$ cat src/design/sbog_pkg.sv
// Shared types and constants of the spatial bin observation gate.
`default_nettype none

package sbog_pkg;

  // Field widths of the item and result words
  localparam int CMD_W      = 2;
  localparam int POS_W      = 13;
  localparam int ADD_W      = 16;
  localparam int DIM_W      = 11;
  localparam int COUNT_W    = 16;
  localparam int BIN_W      = 10;
  localparam int DIST_W     = 26;

  // Configuration port
  localparam int CFG_IDX_W  = 2;
  localparam int CFG_DATA_W = 16;

  // Internal arithmetic: positions and grid values stay below 2^VAL_W
  localparam int VAL_W      = 13;
  localparam int DSQ_W      = 2 * VAL_W + 1;

  // Bitmap word organisation
  localparam int MEM_W      = 64;
  localparam int BIT_W      = 6;

  // Snap pipeline depth and its wait counter
  localparam int SNAP_LAT   = 6;
  localparam int WAIT_W     = 3;

  localparam logic [COUNT_W-1:0] COUNT_MAX = '1;
  localparam logic [DIST_W-1:0]  DIST_MAX  = '1;

  // Reset values of the configuration registers
  localparam logic [DIM_W-1:0]   RST_FRAME_WIDTH  = DIM_W'(640);
  localparam logic [DIM_W-1:0]   RST_FRAME_HEIGHT = DIM_W'(480);
  localparam logic [COUNT_W-1:0] RST_BASE_MAX     = COUNT_W'(30);

  // Register indexes on the configuration port
  localparam logic [CFG_IDX_W-1:0] REG_FRAME_WIDTH  = 2'd0;
  localparam logic [CFG_IDX_W-1:0] REG_FRAME_HEIGHT = 2'd1;
  localparam logic [CFG_IDX_W-1:0] REG_BASE_MAX     = 2'd2;

  typedef enum logic [CMD_W-1:0] {
    CMD_OBSERVE = 2'd0,
    CMD_RAISE   = 2'd1,
    CMD_CLEAR   = 2'd2,
    CMD_SPARE   = 2'd3
  } cmd_t;

  typedef enum logic [2:0] {
    ST_CLEAR,
    ST_IDLE,
    ST_SNAP,
    ST_INDEX,
    ST_READ,
    ST_DONE
  } state_t;

endpackage

`default_nettype wire

$ cat src/design/sbog_bitmap.sv
// Bin bitmap memory: one write port, one read port with registered data.
`default_nettype none

module sbog_bitmap import sbog_pkg::*; #(
  parameter int WORDS = 64,
  parameter int AW    = 6
) (
  input  wire logic             clk,
  input  wire logic             wr_en,
  input  wire logic [AW-1:0]    wr_addr,
  input  wire logic [MEM_W-1:0] wr_data,
  input  wire logic             rd_en,
  input  wire logic [AW-1:0]    rd_addr,
  output logic [MEM_W-1:0]      rd_data
);

  logic [MEM_W-1:0] mem [WORDS];

  always_ff @(posedge clk) begin
    if (wr_en) begin
      mem[wr_addr] <= wr_data;
    end
  end

  always_ff @(posedge clk) begin
    if (rd_en) begin
      rd_data <= mem[rd_addr];
    end
  end

endmodule

`default_nettype wire

$ cat config.mk
export PLATFORM = sky130hd
export DESIGN_NAME = sbog_bitmap
export DESIGN_NICKNAME = d
export VERILOG_FILES = /design/src/design/sbog_pkg.sv /design/src/design/sbog_bitmap.sv
export SDC_FILE = /design/constraint.sdc
export NUM_CORES = 2
export LEC_CHECK = 0
export BUFFER_PORTS_ARGS = -buffer_cell sky130_fd_sc_hd__buf_4
export CAP_MARGIN = 20
export CORE_MARGIN = 3
export CORE_UTILIZATION = 26
export CTS_CLUSTER_SIZE = 20
export DETAILED_ROUTE_END_ITERATION = 12
export GPL_TIMING_DRIVEN = 1
export SETUP_SLACK_MARGIN = 0.02
export SLEW_MARGIN = 15
export SYNTH_ARGS = -nofsm -noshare
export SYNTH_HDL_FRONTEND = slang
export SYNTH_SLANG_ARGS = --single-unit
$ cat constraint.sdc
create_clock -name clk -period 8.1 [get_ports clk]
set_input_delay 0.81 -clock clk [delete_from_list [all_inputs] [get_ports clk]]
set_output_delay 0.81 -clock clk [all_outputs]
set_load 0.02 [all_outputs]
# After elaboration in Yosys (flattened, before gate mapping)
# Memory sizes are Yosys's and may differ from the RTL's. A register that Yosys moved wholly into a read port is not among the register bits.
# Cells that the tools add are included.
[totals]
word_cells = 3
mem_bits_rw = 4096
input_bits = 79
memories = 1
ff_bits = 0
[op_classes]
muxes = 2
[memory_table]
columns = ["memory", "depth", "word_bits", "read_ports", "rd_clocked_by_memory_dff", "write_ports", "line", "source"]
rows = [
  ["mem", 64, 64, 1, 1, 1, "sbog_bitmap.sv:17", "logic [MEM_W-1:0] mem [WORDS];"],
]
[ops]
columns = ["operator", "count"]
rows = [
  ["two-way mux 1 bit", 2],
]

# Longest topological paths before layout
[depth]
depth_word = 2
mapped_depth = 9
ltp_nobuf = 5

# Worst setup path after synthesis
# OpenSTA, ideal clock, no wires.
[synth_timing]
path_type = "input to register"
start = "in wr_addr[3]"
end = "mem mem[48][0], enable pin"
t_arrival_ns = 5.682
n_path_buf = 1
setup_ns = 0.564
path_stages = 4
path_slack_ns = 1.854
path_cell_list = "clkbuf_1 > nor2b_1 > nand4b_1 > nor3_1"
[synth_rtl]
columns = ["item", "line", "source"]
rows = [
  ["start: declaration", "sbog_bitmap.sv:10", "input wire logic [AW-1:0] wr_addr,"],
  ["end: declaration", "sbog_bitmap.sv:17", ""],
]
# No word-level cell before the write port.

==> results.cfg <==
[clock_network]
cts_hold_buffers = 0
cts_setup_buffers = 0
cts_tree = built
ctsHtreeMaxLevel = 5
cts_buffers = 405
cts.clk_slew.worst_paths_ns = 0.06
clock-sinks = 4160
cts.path.max_buffers = 4
cts_resized = 0
clk_latency_ns = 0.96
clock-root-buffer = clkbuf_16

[pwr]
p_clk_share_pct = 41.2
switching_share_pct = 21.4
power.share.sequential_pct = 54.2
p_sw_mw = 9.45
ir_worst_vdd_mv = 0.191
pwr-share-comb_pct = 4.6
power.leakage_nw = 54.7
powerDensity_mw_per_mm2 = 244
p_int_mw = 34.8

[hold_path]
hp-class = primary input to flip-flop

[detailed_routing]
firstDrtPassIters = 7
drt_wl_total_um = 458000
viasPerCell = 4.94
vias = 75628
drtIter0Drc = 9845
ant_nets = 0
drt-wirelength-per-cell_um = 29.9
drc = 0

[finish]
synthToLayoutAreaGrowth_pct = 15.7
final_common_cell = edfxtp_1
fin_nets = 7047
most-common-layout-cells = edfxtp_1, mux4_2, clkbuf_16
drive_gt1_share_pct = 27.8

[global_routing]
overflow = 0
track_usage_pct = 14.4
met2_usage_pct = 24.7
grt_util_met1_pct = 18.7
gr-max-usage-layer = met2
grt_pass1_vias = 76423
grt_antenna_before_repair = 38
grt_max_degree = 124
use_met3_pct = 2.58
grt_pass1_wl_um = 629000

[place]
hpwlAfterDp_um = 241000
post-place-ws_ns = 3.36
io_buffers = 142
gp_congestion = 0.756

[worst_setup_path]
critPathMaxStageDelay_ns = 0.85
startpoint_type = primary input
crit_top_cell = buf_4
worst-path-max-fanout = 57
cp_slowest_cell = buf_4
cp.arrival_ns = 4.44
path_class = primary input to flip-flop
path_cells = buf_8 -> buf_4 -> buf_4 -> mux4_2 -> or3_1 -> a41oi_1 -> a211oi_1
endpoint_kind = flip-flop
worst_ep_required_time_ns = 8.75

[timing]
hold_violations = 0
slew_headroom_pct = 22.1
finalSetupTns_ns = 0
period_minus_slack_ns = 3.80
whs_ns = 0.359
post-route-period-util_pct = 46.9
setup_viol_count_final = 0
final_max_slew_viol_count = 0
worst_pin_slew_ns = 1.17
final.setup_skew_ns = 0.0553
worst_slack_ns = 4.30
fmax_mhz = 263
rsz0062_at_grt = no

[synth]
ys_warn_count = 0
synth.distinct_cells = 32
synth_seq_cells = 4160
yosys_most_used_dff = edfxtp_1
async_flop_share_pct = 0
synth_area_mm2 = 0.157
synth_seq_area_share_pct = 79.6
synth-edff-count = 4160
syn_avg_cell_area_um2 = 23.8
synth_nets = 6677
postSynthCellCount = 6598

[run]
cap_violations = 0

[outcome]
status = finished, final reports clean

[floorplanning]
initial_core_util_pct = 26.2
die_h_um = 783
die_w_um = 783
die-area_mm2 = 0.613
coreArea_mm2 = 0.600
rows = 284
pin_count = 143
power by group through the flow:
stage	clock (mW)	sequential [mW]	combinational (mW)
after detailed placement	0	24.5	2.07
after CTS	18.5	24.0	2.08
after global routing	19.4	24.0	2.18
final	18.2	24.0	2.05
after global placement	0	24.4	2.02
after floorplan	0	24.4	1.11
stage by stage:
stage	cell area, um2	std cells	utilization, %	total power, mW
floorplan	157000	6598	-	25.5
global placement	169000	14559	28.1	26.5
detailed placement	169000	14567	28.2	26.5
CTS	182000	15303	30.3	44.6
global route	182000	15306	30.3	45.5
finish	182000	15321	30.3	44.3
critical path: cells and delay by family:
kind,cells,cell delay [ns]
AO/OA/AOI/OAI,2,0.63
buffers and inverters,3,2.05
multiplexers,1,0.39
AND/OR/NAND/NOR,1,0.33
flip-flops by register name, summed over array words and instances, names as in the netlist:
register	count
mem	4096
rd_data	64
Yosys cell counts (29+ instances only):
master    instances  share of area, %
a22oi_1         168              0.80
or3_1            29              0.12
mux2i_1         135              0.86
nor2_1          112              0.27
nand2_1          58              0.14
buf_2           170              0.54
mux4_2         1024                15
o221ai_1         38              0.21
a22o_1           88              0.49
buf_4            34              0.16
clkbuf_1        140              0.33
nand3_1          45              0.14
o22ai_1          83              0.33
and3_1           64              0.26
edfxtp_1       4160                80
a211oi_1         63              0.30
layout make-up:
type                       instances  area (um2)
sequential                      4160      125000
fill                           57216      418000
multi-input combinational       2049       30800
tap                             8008       10000
inverter                          19        71.3
clock buffer                     504       10600
timing repair buffer             333        3120
clock inverter                   232        2180
antenna                           16        40.0
logic make-up after synthesis:
kind of cell           after synthesis  synth area share [%]
flip-flops                        4160                  79.6
multiplexers                      1159                  15.6
AO/OA/AOI/OAI                      504                  2.47
AND/OR/NAND/NOR                    386                  1.23
buffers and inverters              389                  1.18
final timing paths:
path,start,end,slack (ns),cells past startpoint
setup / recovery,rd_addr[2],rd_data[52],4.30,7
hold / removal,wr_data[49],mem[22][49],0.36,1
setup reg to reg,mem[11][44],rd_data[44],5.91,5
hold reg to reg,mem[46][46],rd_data[46],0.89,4
metal layers:
metal / share of wire [%] / wire length, um / up-vias
li1: - / - / 29295
met1: 38 / 175000 / 41737
met2: 50 / 229000 / 3885
met3: 8.6 / 39300 / 697
met4: 3.2 / 14800 / 14
met5: 0.018 / 82 / -
Power figures use the tool's default switching activity.
