## src/design/sbog_pkg.sv

```systemverilog
// Shared types and constants of the spatial bin observation gate.
`default_nettype none

package sbog_pkg;

  // Field widths of the item and result words
  localparam int CMD_W      = 2;
  localparam int POS_W      = 13;
  localparam int ADD_W      = 16;
  localparam int DIM_W      = 11;
  localparam int COUNT_W    = 16;
  localparam int BIN_W      = 10;
  localparam int DIST_W     = 26;

  // Configuration port
  localparam int CFG_IDX_W  = 2;
  localparam int CFG_DATA_W = 16;

  // Internal arithmetic: positions and grid values stay below 2^VAL_W
  localparam int VAL_W      = 13;
  localparam int DSQ_W      = 2 * VAL_W + 1;

  // Bitmap word organisation
  localparam int MEM_W      = 64;
  localparam int BIT_W      = 6;

  // Snap pipeline depth and its wait counter
  localparam int SNAP_LAT   = 6;
  localparam int WAIT_W     = 3;

  localparam logic [COUNT_W-1:0] COUNT_MAX = '1;
  localparam logic [DIST_W-1:0]  DIST_MAX  = '1;

  // Reset values of the configuration registers
  localparam logic [DIM_W-1:0]   RST_FRAME_WIDTH  = DIM_W'(640);
  localparam logic [DIM_W-1:0]   RST_FRAME_HEIGHT = DIM_W'(480);
  localparam logic [COUNT_W-1:0] RST_BASE_MAX     = COUNT_W'(30);

  // Register indexes on the configuration port
  localparam logic [CFG_IDX_W-1:0] REG_FRAME_WIDTH  = 2'd0;
  localparam logic [CFG_IDX_W-1:0] REG_FRAME_HEIGHT = 2'd1;
  localparam logic [CFG_IDX_W-1:0] REG_BASE_MAX     = 2'd2;

  typedef enum logic [CMD_W-1:0] {
    CMD_OBSERVE = 2'd0,
    CMD_RAISE   = 2'd1,
    CMD_CLEAR   = 2'd2,
    CMD_SPARE   = 2'd3
  } cmd_t;

  typedef enum logic [2:0] {
    ST_CLEAR,
    ST_IDLE,
    ST_SNAP,
    ST_INDEX,
    ST_READ,
    ST_DONE
  } state_t;

endpackage

`default_nettype wire

```

## src/design/sbog_snap.sv

```systemverilog
// Per-axis snap pipeline: nearest grid centre, its index, grid size and squared offset.
`default_nettype none

module sbog_snap import sbog_pkg::*; #(
  parameter int GRID_STEP     = 16,
  parameter int MAX_FRAME_DIM = 1024,
  localparam int GRID_SIDE    = (MAX_FRAME_DIM + GRID_STEP - 1) / GRID_STEP,
  localparam int IW           = $clog2(GRID_SIDE + 1)
) (
  input  wire logic                    clk,
  input  wire logic signed [POS_W-1:0] pos,
  input  wire logic [DIM_W-1:0]        dim,
  output logic [IW-1:0]                idx,
  output logic [IW-1:0]                cells,
  output logic [VAL_W-1:0]             coord,
  output logic [DSQ_W-1:0]             dsq
);

  // floor(v / GRID_STEP) == (v * RECIP) >> SH for every v below 2^VAL_W
  localparam int SW    = $clog2(GRID_STEP);
  localparam int SH    = VAL_W + SW;
  localparam int RECIP = ((1 << SH) + GRID_STEP - 1) / GRID_STEP;
  localparam int RW    = VAL_W + 2;
  localparam int PRD_W = VAL_W + RW;

  logic [VAL_W-1:0]        dim_c;
  logic [VAL_W-1:0]        s1_p;
  logic [VAL_W-1:0]        s1_d;
  logic [PRD_W-1:0]        prod_p;
  logic [PRD_W-1:0]        prod_n;
  logic [VAL_W-1:0]        s2_q0;
  logic [VAL_W-1:0]        s2_n;
  logic [VAL_W-1:0]        s3_rem;
  logic                    round_up;
  logic [VAL_W-1:0]        q1;
  logic [VAL_W-1:0]        q_lim;
  logic [VAL_W-1:0]        s4_q;
  logic [VAL_W-1:0]        coord_c;
  logic signed [VAL_W:0]   diff;
  logic [VAL_W-1:0]        s5_coord;
  logic signed [VAL_W:0]   s5_d;
  logic signed [2*VAL_W+1:0] sq;
  logic [DSQ_W-1:0]        s6_dsq;

  // clamp frame size: zero counts as one, oversize counts as the maximum
  always_comb begin
    if (dim == '0) begin
      dim_c = VAL_W'(1);
    end else if (VAL_W'(dim) > VAL_W'(MAX_FRAME_DIM)) begin
      dim_c = VAL_W'(MAX_FRAME_DIM);
    end else begin
      dim_c = VAL_W'(dim);
    end
  end

  assign prod_p   = PRD_W'(s1_p) * PRD_W'(RECIP);
  assign prod_n   = PRD_W'(s1_d) * PRD_W'(RECIP);
  assign round_up = {s3_rem, 1'b0} > (VAL_W + 1)'(GRID_STEP);
  assign q1       = s2_q0 + VAL_W'(round_up);
  assign q_lim    = s2_n - VAL_W'(1);
  assign coord_c  = VAL_W'(s4_q * VAL_W'(GRID_STEP));
  assign diff     = $signed({pos[POS_W-1], pos}) - $signed({1'b0, coord_c});
  assign sq       = s5_d * s5_d;

  always_ff @(posedge clk) begin
    // negative and zero positions snap to the first centre
    s1_p     <= (!pos[POS_W-1] && pos != '0) ? {1'b0, pos[POS_W-2:0]} : '0;
    s1_d     <= dim_c + VAL_W'(GRID_STEP - 1);
    s2_q0    <= VAL_W'(prod_p >> SH);
    s2_n     <= VAL_W'(prod_n >> SH);
    s3_rem   <= s1_p - VAL_W'(s2_q0 * VAL_W'(GRID_STEP));
    s4_q     <= (q1 > q_lim) ? q_lim : q1;
    s5_coord <= coord_c;
    s5_d     <= diff;
    s6_dsq   <= sq[DSQ_W-1:0];
  end

  assign idx   = s4_q[IW-1:0];
  assign cells = s2_n[IW-1:0];
  assign coord = s5_coord;
  assign dsq   = s6_dsq;

endmodule

`default_nettype wire

```

## config.mk

```make
export PLATFORM = sky130hd
export DESIGN_NAME = sbog_snap
export DESIGN_NICKNAME = d
export VERILOG_FILES = /design/src/design/sbog_pkg.sv /design/src/design/sbog_snap.sv
export SDC_FILE = /design/constraint.sdc
export NUM_CORES = 1
export LEC_CHECK = 0
export ABC_AREA = 1
export BUFFER_PORTS_ARGS = -buffer_cell sky130_fd_sc_hd__buf_2
export CORE_ASPECT_RATIO = 1.5
export CORE_MARGIN = 2
export CORE_UTILIZATION = 60
export DETAILED_ROUTE_END_ITERATION = 16
export PLACE_DENSITY = 0.79
export SLEW_MARGIN = 15
export SYNTH_ARGS = -nofsm -noshare
export SYNTH_HDL_FRONTEND = slang
export SYNTH_SLANG_ARGS = --single-unit
```

## constraint.sdc

```tcl
create_clock -name clk -period 15.45 [get_ports clk]
set_input_delay 1.545 -clock clk [delete_from_list [all_inputs] [get_ports clk]]
set_output_delay 1.545 -clock clk [all_outputs]
set_load 0.01 [all_outputs]
```

-- Yosys cells after proc, flatten, opt, wreduce, memory -nomap -nowiden
Index checks and enable logic that the tools add are counted.
- reductions and logical operators: 4
- $lt $le $gt $ge: 3
- $mul: 1
- multiplexer cells: 3
- $add $sub $neg: 5
- operators by type and width (operator ; count):
    multiplier 14 x 14 -> 27 bit ; 1
    > comparator 14 x 5 -> 1 bit, second input constant ; 1
    subtractor 13 x 14 -> 14 bit ; 1
    adder 13 x 4 -> 13 bit, second input constant ; 1
    > comparator 10 x 13 -> 1 bit ; 1
    2-to-1 mux 13 bit ; 1
    nonzero test 13 bit ; 1
    subtractor 13 bit ; 1
    > comparator 11 bit, second input constant ; 1
    zero test 11 bit ; 1
    2-to-1 mux 11 bit ; 1
    adder 9 x 1 -> 10 bit ; 1
    subtractor 9 x 1 -> 10 bit, second input constant ; 1
    2-to-1 mux 9 bit ; 1
    logical AND 1 bit ; 1
    zero test 1 bit ; 1
- register bits: 116
- logic and storage cells: 26
- bits of input ports: 25

-- Logic depth before layout (Yosys ltp)
- depth after elaboration: 4
- gate-level depth with buffers: 27
- gate-level depth less buffers: 26

-- Worst setup path after synthesis
No wires, ideal clock.
- path kind: flip-flop to flip-flop
- from: register s5_d[13]
- to: register s6_dsq[26], in the netlist dsq[26]
- stages on the path, launching flop included: 25
- data arrival time: 5.457 ns
- data required time: 15.338 ns
- library setup time: 0.112 ns
- setup slack: 9.881 ns
- path buffers: 2
- cells stage by stage: dfxtp_1 > buf_2 > buf_1 > nand2_1 > fa_1 > inv_1 > fa_1 > inv_1 > fa_1 > inv_1 > fa_1 > inv_1 > fa_1 > fa_1 > inv_1 > ha_1 > nand2_1 > nor2_1 > nand3_1 > nor2_1 > nand2_1 > nand3_1 > inv_1 > nand2_1 > nand2_1
- word-level cells in the longest chain between the ends: 1
- RTL lines (what ; RTL line ; source):
    from (decl) ; sbog_snap.sv:41 ; logic signed [VAL_W:0] s5_d;
    from (signal assigned) ; sbog_snap.sv:74 ; s5_d <= diff;
    multiplier 14 x 14 -> 27 bit ; sbog_snap.sv:63 ; assign sq = s5_d * s5_d;
    net sq[26] ; sbog_snap.sv:42 ; logic signed [2*VAL_W+1:0] sq;
    to (signal assigned) ; sbog_snap.sv:75 ; s6_dsq <= sq[DSQ_W-1:0];
    to (decl) ; sbog_snap.sv:43 ; logic [DSQ_W-1:0] s6_dsq;
The timed path passes the listed nets, and every way through them passes these cells.
A chain may end at the register's enable or synchronous reset.

-- Worst setup path after layout
Ends and elaborated chain as after synthesis.

==> results.yml <==
run_status:
  status: "finished clean"
final_layout:
  fillCellCount: 1605
  area_growth_pct: 7.24
  stdcell_count: 1699
  multi_input_area_sq_um: 7400
  drive_above_1_share: 0.0705
  seqCellArea_sq_um: 2140
  antenna_cells: 0
  nets: 1729
global_route:
  gr-total-overflow: 0
  grt_antenna_before_repair: 0
  first_global_vias: 9298
  track_usage: 0.277
  grt_max_degree: 25
  grt_pass1_wl_mm: 42.5
setup_path:
  cp_slowest_cell: "dfxtp_1"
  cp_max_fo: 19
  critPathMaxStageDelay_ns: 0.72
  criticalPathCategory: "register to register"
  end_kind: "register"
  worst-endpoint-required_ns: 15.72
  crit_chain: "clkinv_1 > or2_2 > fa_1 > inv_1 > fa_1 > inv_1 > fa_1 > inv_1 > fa_1 > inv_1 > fa_1 > fa_1 > inv_1 > ha_1 > nand2_1 > nor2_1 > nand3_1 > nor2_1 > nand2_1 > nand3_1 > inv_1 > nand2_1 > nand2_1"
  start_kind: "register"
  arrival_ns: 6.40
drt:
  drtIter0Drc: 438
  wl_mm: 24.8
  detail-route-antenna-nets: 0
  firstDrtPassIters: 5
  vias_per_cell: 5.07
  wire_per_inst_microns: 14.6
  drcViolationCount: 0
  num_vias: 8608
yosys:
  synth_area_leaders: "fa_1 31%, dfxtp_1 19%, inv_1 13%"
  ys_seq_area_frac: 0.191
  avgSynthCellArea_sq_um: 8.06
  synth-edff-count: 0
  yosys_warnings: 0
  synthesis.area_sq_um: 11200
  ys_seq_elements: 107
  ys_top_cells_by_count: "388 x inv_1, 294 x nand2_1, 174 x fa_1"
  netlist_instances: 1389
  synthArstFlopShare: 0
  synth.top_cell.area_share: 0.311
  synth.largest_area_cell: "fa_1"
  yosysUniqueCellTypes: 36
  synth_ff_type: "dfxtp_1"
  synth.most_common_cell: "inv_1"
sta:
  grt_setup_unrepaired: "no"
  fin_skew_ns: 0.0190
  finalSetupTns_ns: 0
  final-setup-viol-count: 0
  worstMarginPinSlew_ns: 0.821
  slew_headroom: 0.452
  min_period_ns: 6.14
  fmax_mhz: 163
  setup_slack_ns: 9.31
  holdWs_ns: 0.313
  period_share: 0.397
  hold_viol_final: 0
  slew_viol_final: 0
cts:
  cts_tree: "built"
  clkTransAtPathRegs_ns: 0.09
  insertion_delay_ns: 0.37
  htreeDepth: 3
  cts_inserted_buffers: 9
  cts_hold_buf: 0
  clk_path_buf_depth: 2
  post_cts.repair.setup_buffers: 0
  clock-sinks: 107
  cts.repair.resized: 0
  cts-root-buf: "clkbuf_16"
floorplan:
  core_area_sq_um: 18400
  start_util: 0.609
  dieArea_sq_um: 19800
  core.rowCount: 61
  die_h_microns: 171
  io_pins: 79
  die_w_microns: 116
placed_design:
  pre_cts_ws_ns: 9.32
  post-place-cells: 1683
  gp_congestion: 0.996
  port_buffers: 73
  hpwl_mm: 21.0
min_path:
  hold_path_class: "register to register"
flow_run:
  drv_cap: 0
-- worst paths after layout --
| check | from | slack (ns) | depth (start not counted) | endpoint |
|---|---|---|---|---|
| worst max-delay path | s5_d[13]$_DFF_P_ | 9.31 | 23 | dsq[26]$_DFF_P_ |
| worst max register to register | s5_d[13]$_DFF_P_ | 9.31 | 23 | dsq[26]$_DFF_P_ |
| worst min-delay path | s1_d[9]$_DFF_P_ | 0.31 | 0 | s2_n[5]$_DFF_P_ |
| worst min register to register | s1_d[9]$_DFF_P_ | 0.31 | 0 | s2_n[5]$_DFF_P_ |
-- placed cells by master, fill, tap and decap left out, types with 3 or more instances in the layout --
cell type  instances
xor2_1            32
inv_1            388
xnor2_1           10
inv_8              3
nand3_1           45
o21ai_0           22
dfxtp_1          107
nor3_1            10
o21bai_1           5
fa_1             174
or2_2              3
nand4_1           24
a21oi_1           42
conb_1             6
nand3b_1           6
nor2_1            83
buf_2             73
ha_1              88
nand2_1          294
inv_12             3
clkbuf_16          9
-- cells by family after synthesis --
family,synth area share
buffers and inverters,0.150
flip-flops,0.191
other,0.000335
adder cells (fa/ha/maj),0.409
XOR/XNOR,0.0328
AO/OA/AOI/OAI,0.0350
AND/OR/NAND/NOR,0.181
-- layer usage --
metal,wire length [microns],GRT usage,share of wire,up-vias
li1,-,-,-,4158
met5,0,0,0,-
met4,1430,0.156,0.058,0
met3,1000,0.0398,0.040,103
met1,8370,0.279,0.34,4122
met2,14000,0.532,0.56,225
-- worst max-delay path, delay by kind of cell (launching register included) --
family,cells,cell delay (ns)
adder cells (fa/ha/maj),7,3.45
buffers and inverters,7,0.73
flip-flops,1,0.72
AND/OR/NAND/NOR,9,1.16
-- state kept, by name, summed over array words and instances, names as in the netlist --
register / count
s2_n: 8
s1_p: 12
s1_d: 8
s4_q: 9
s3_rem: 13
s2_q0: 8
s5_d: 14
dsq: 26
coord: 9
-- area by class of cell --
class                   count  share of cell area
repair buffers             74              0.0310
flip-flops and latches    107               0.178
clock inverters             7             0.00823
clock buffers               9              0.0188
multi-input cells         861               0.616
well taps                 252              0.0263
inverters                 389               0.122
-- per-stage QoR --
stage	instance area, sq um	utilization
floorplan	11200	-
global route	12000	0.653
CTS	12000	0.653
detailed placement	11700	0.635
global placement	11700	0.635
finish	12000	0.653
Power is not shown: default switching activity piles up to over one toggle a cycle in this logic, so the estimate is an artifact.
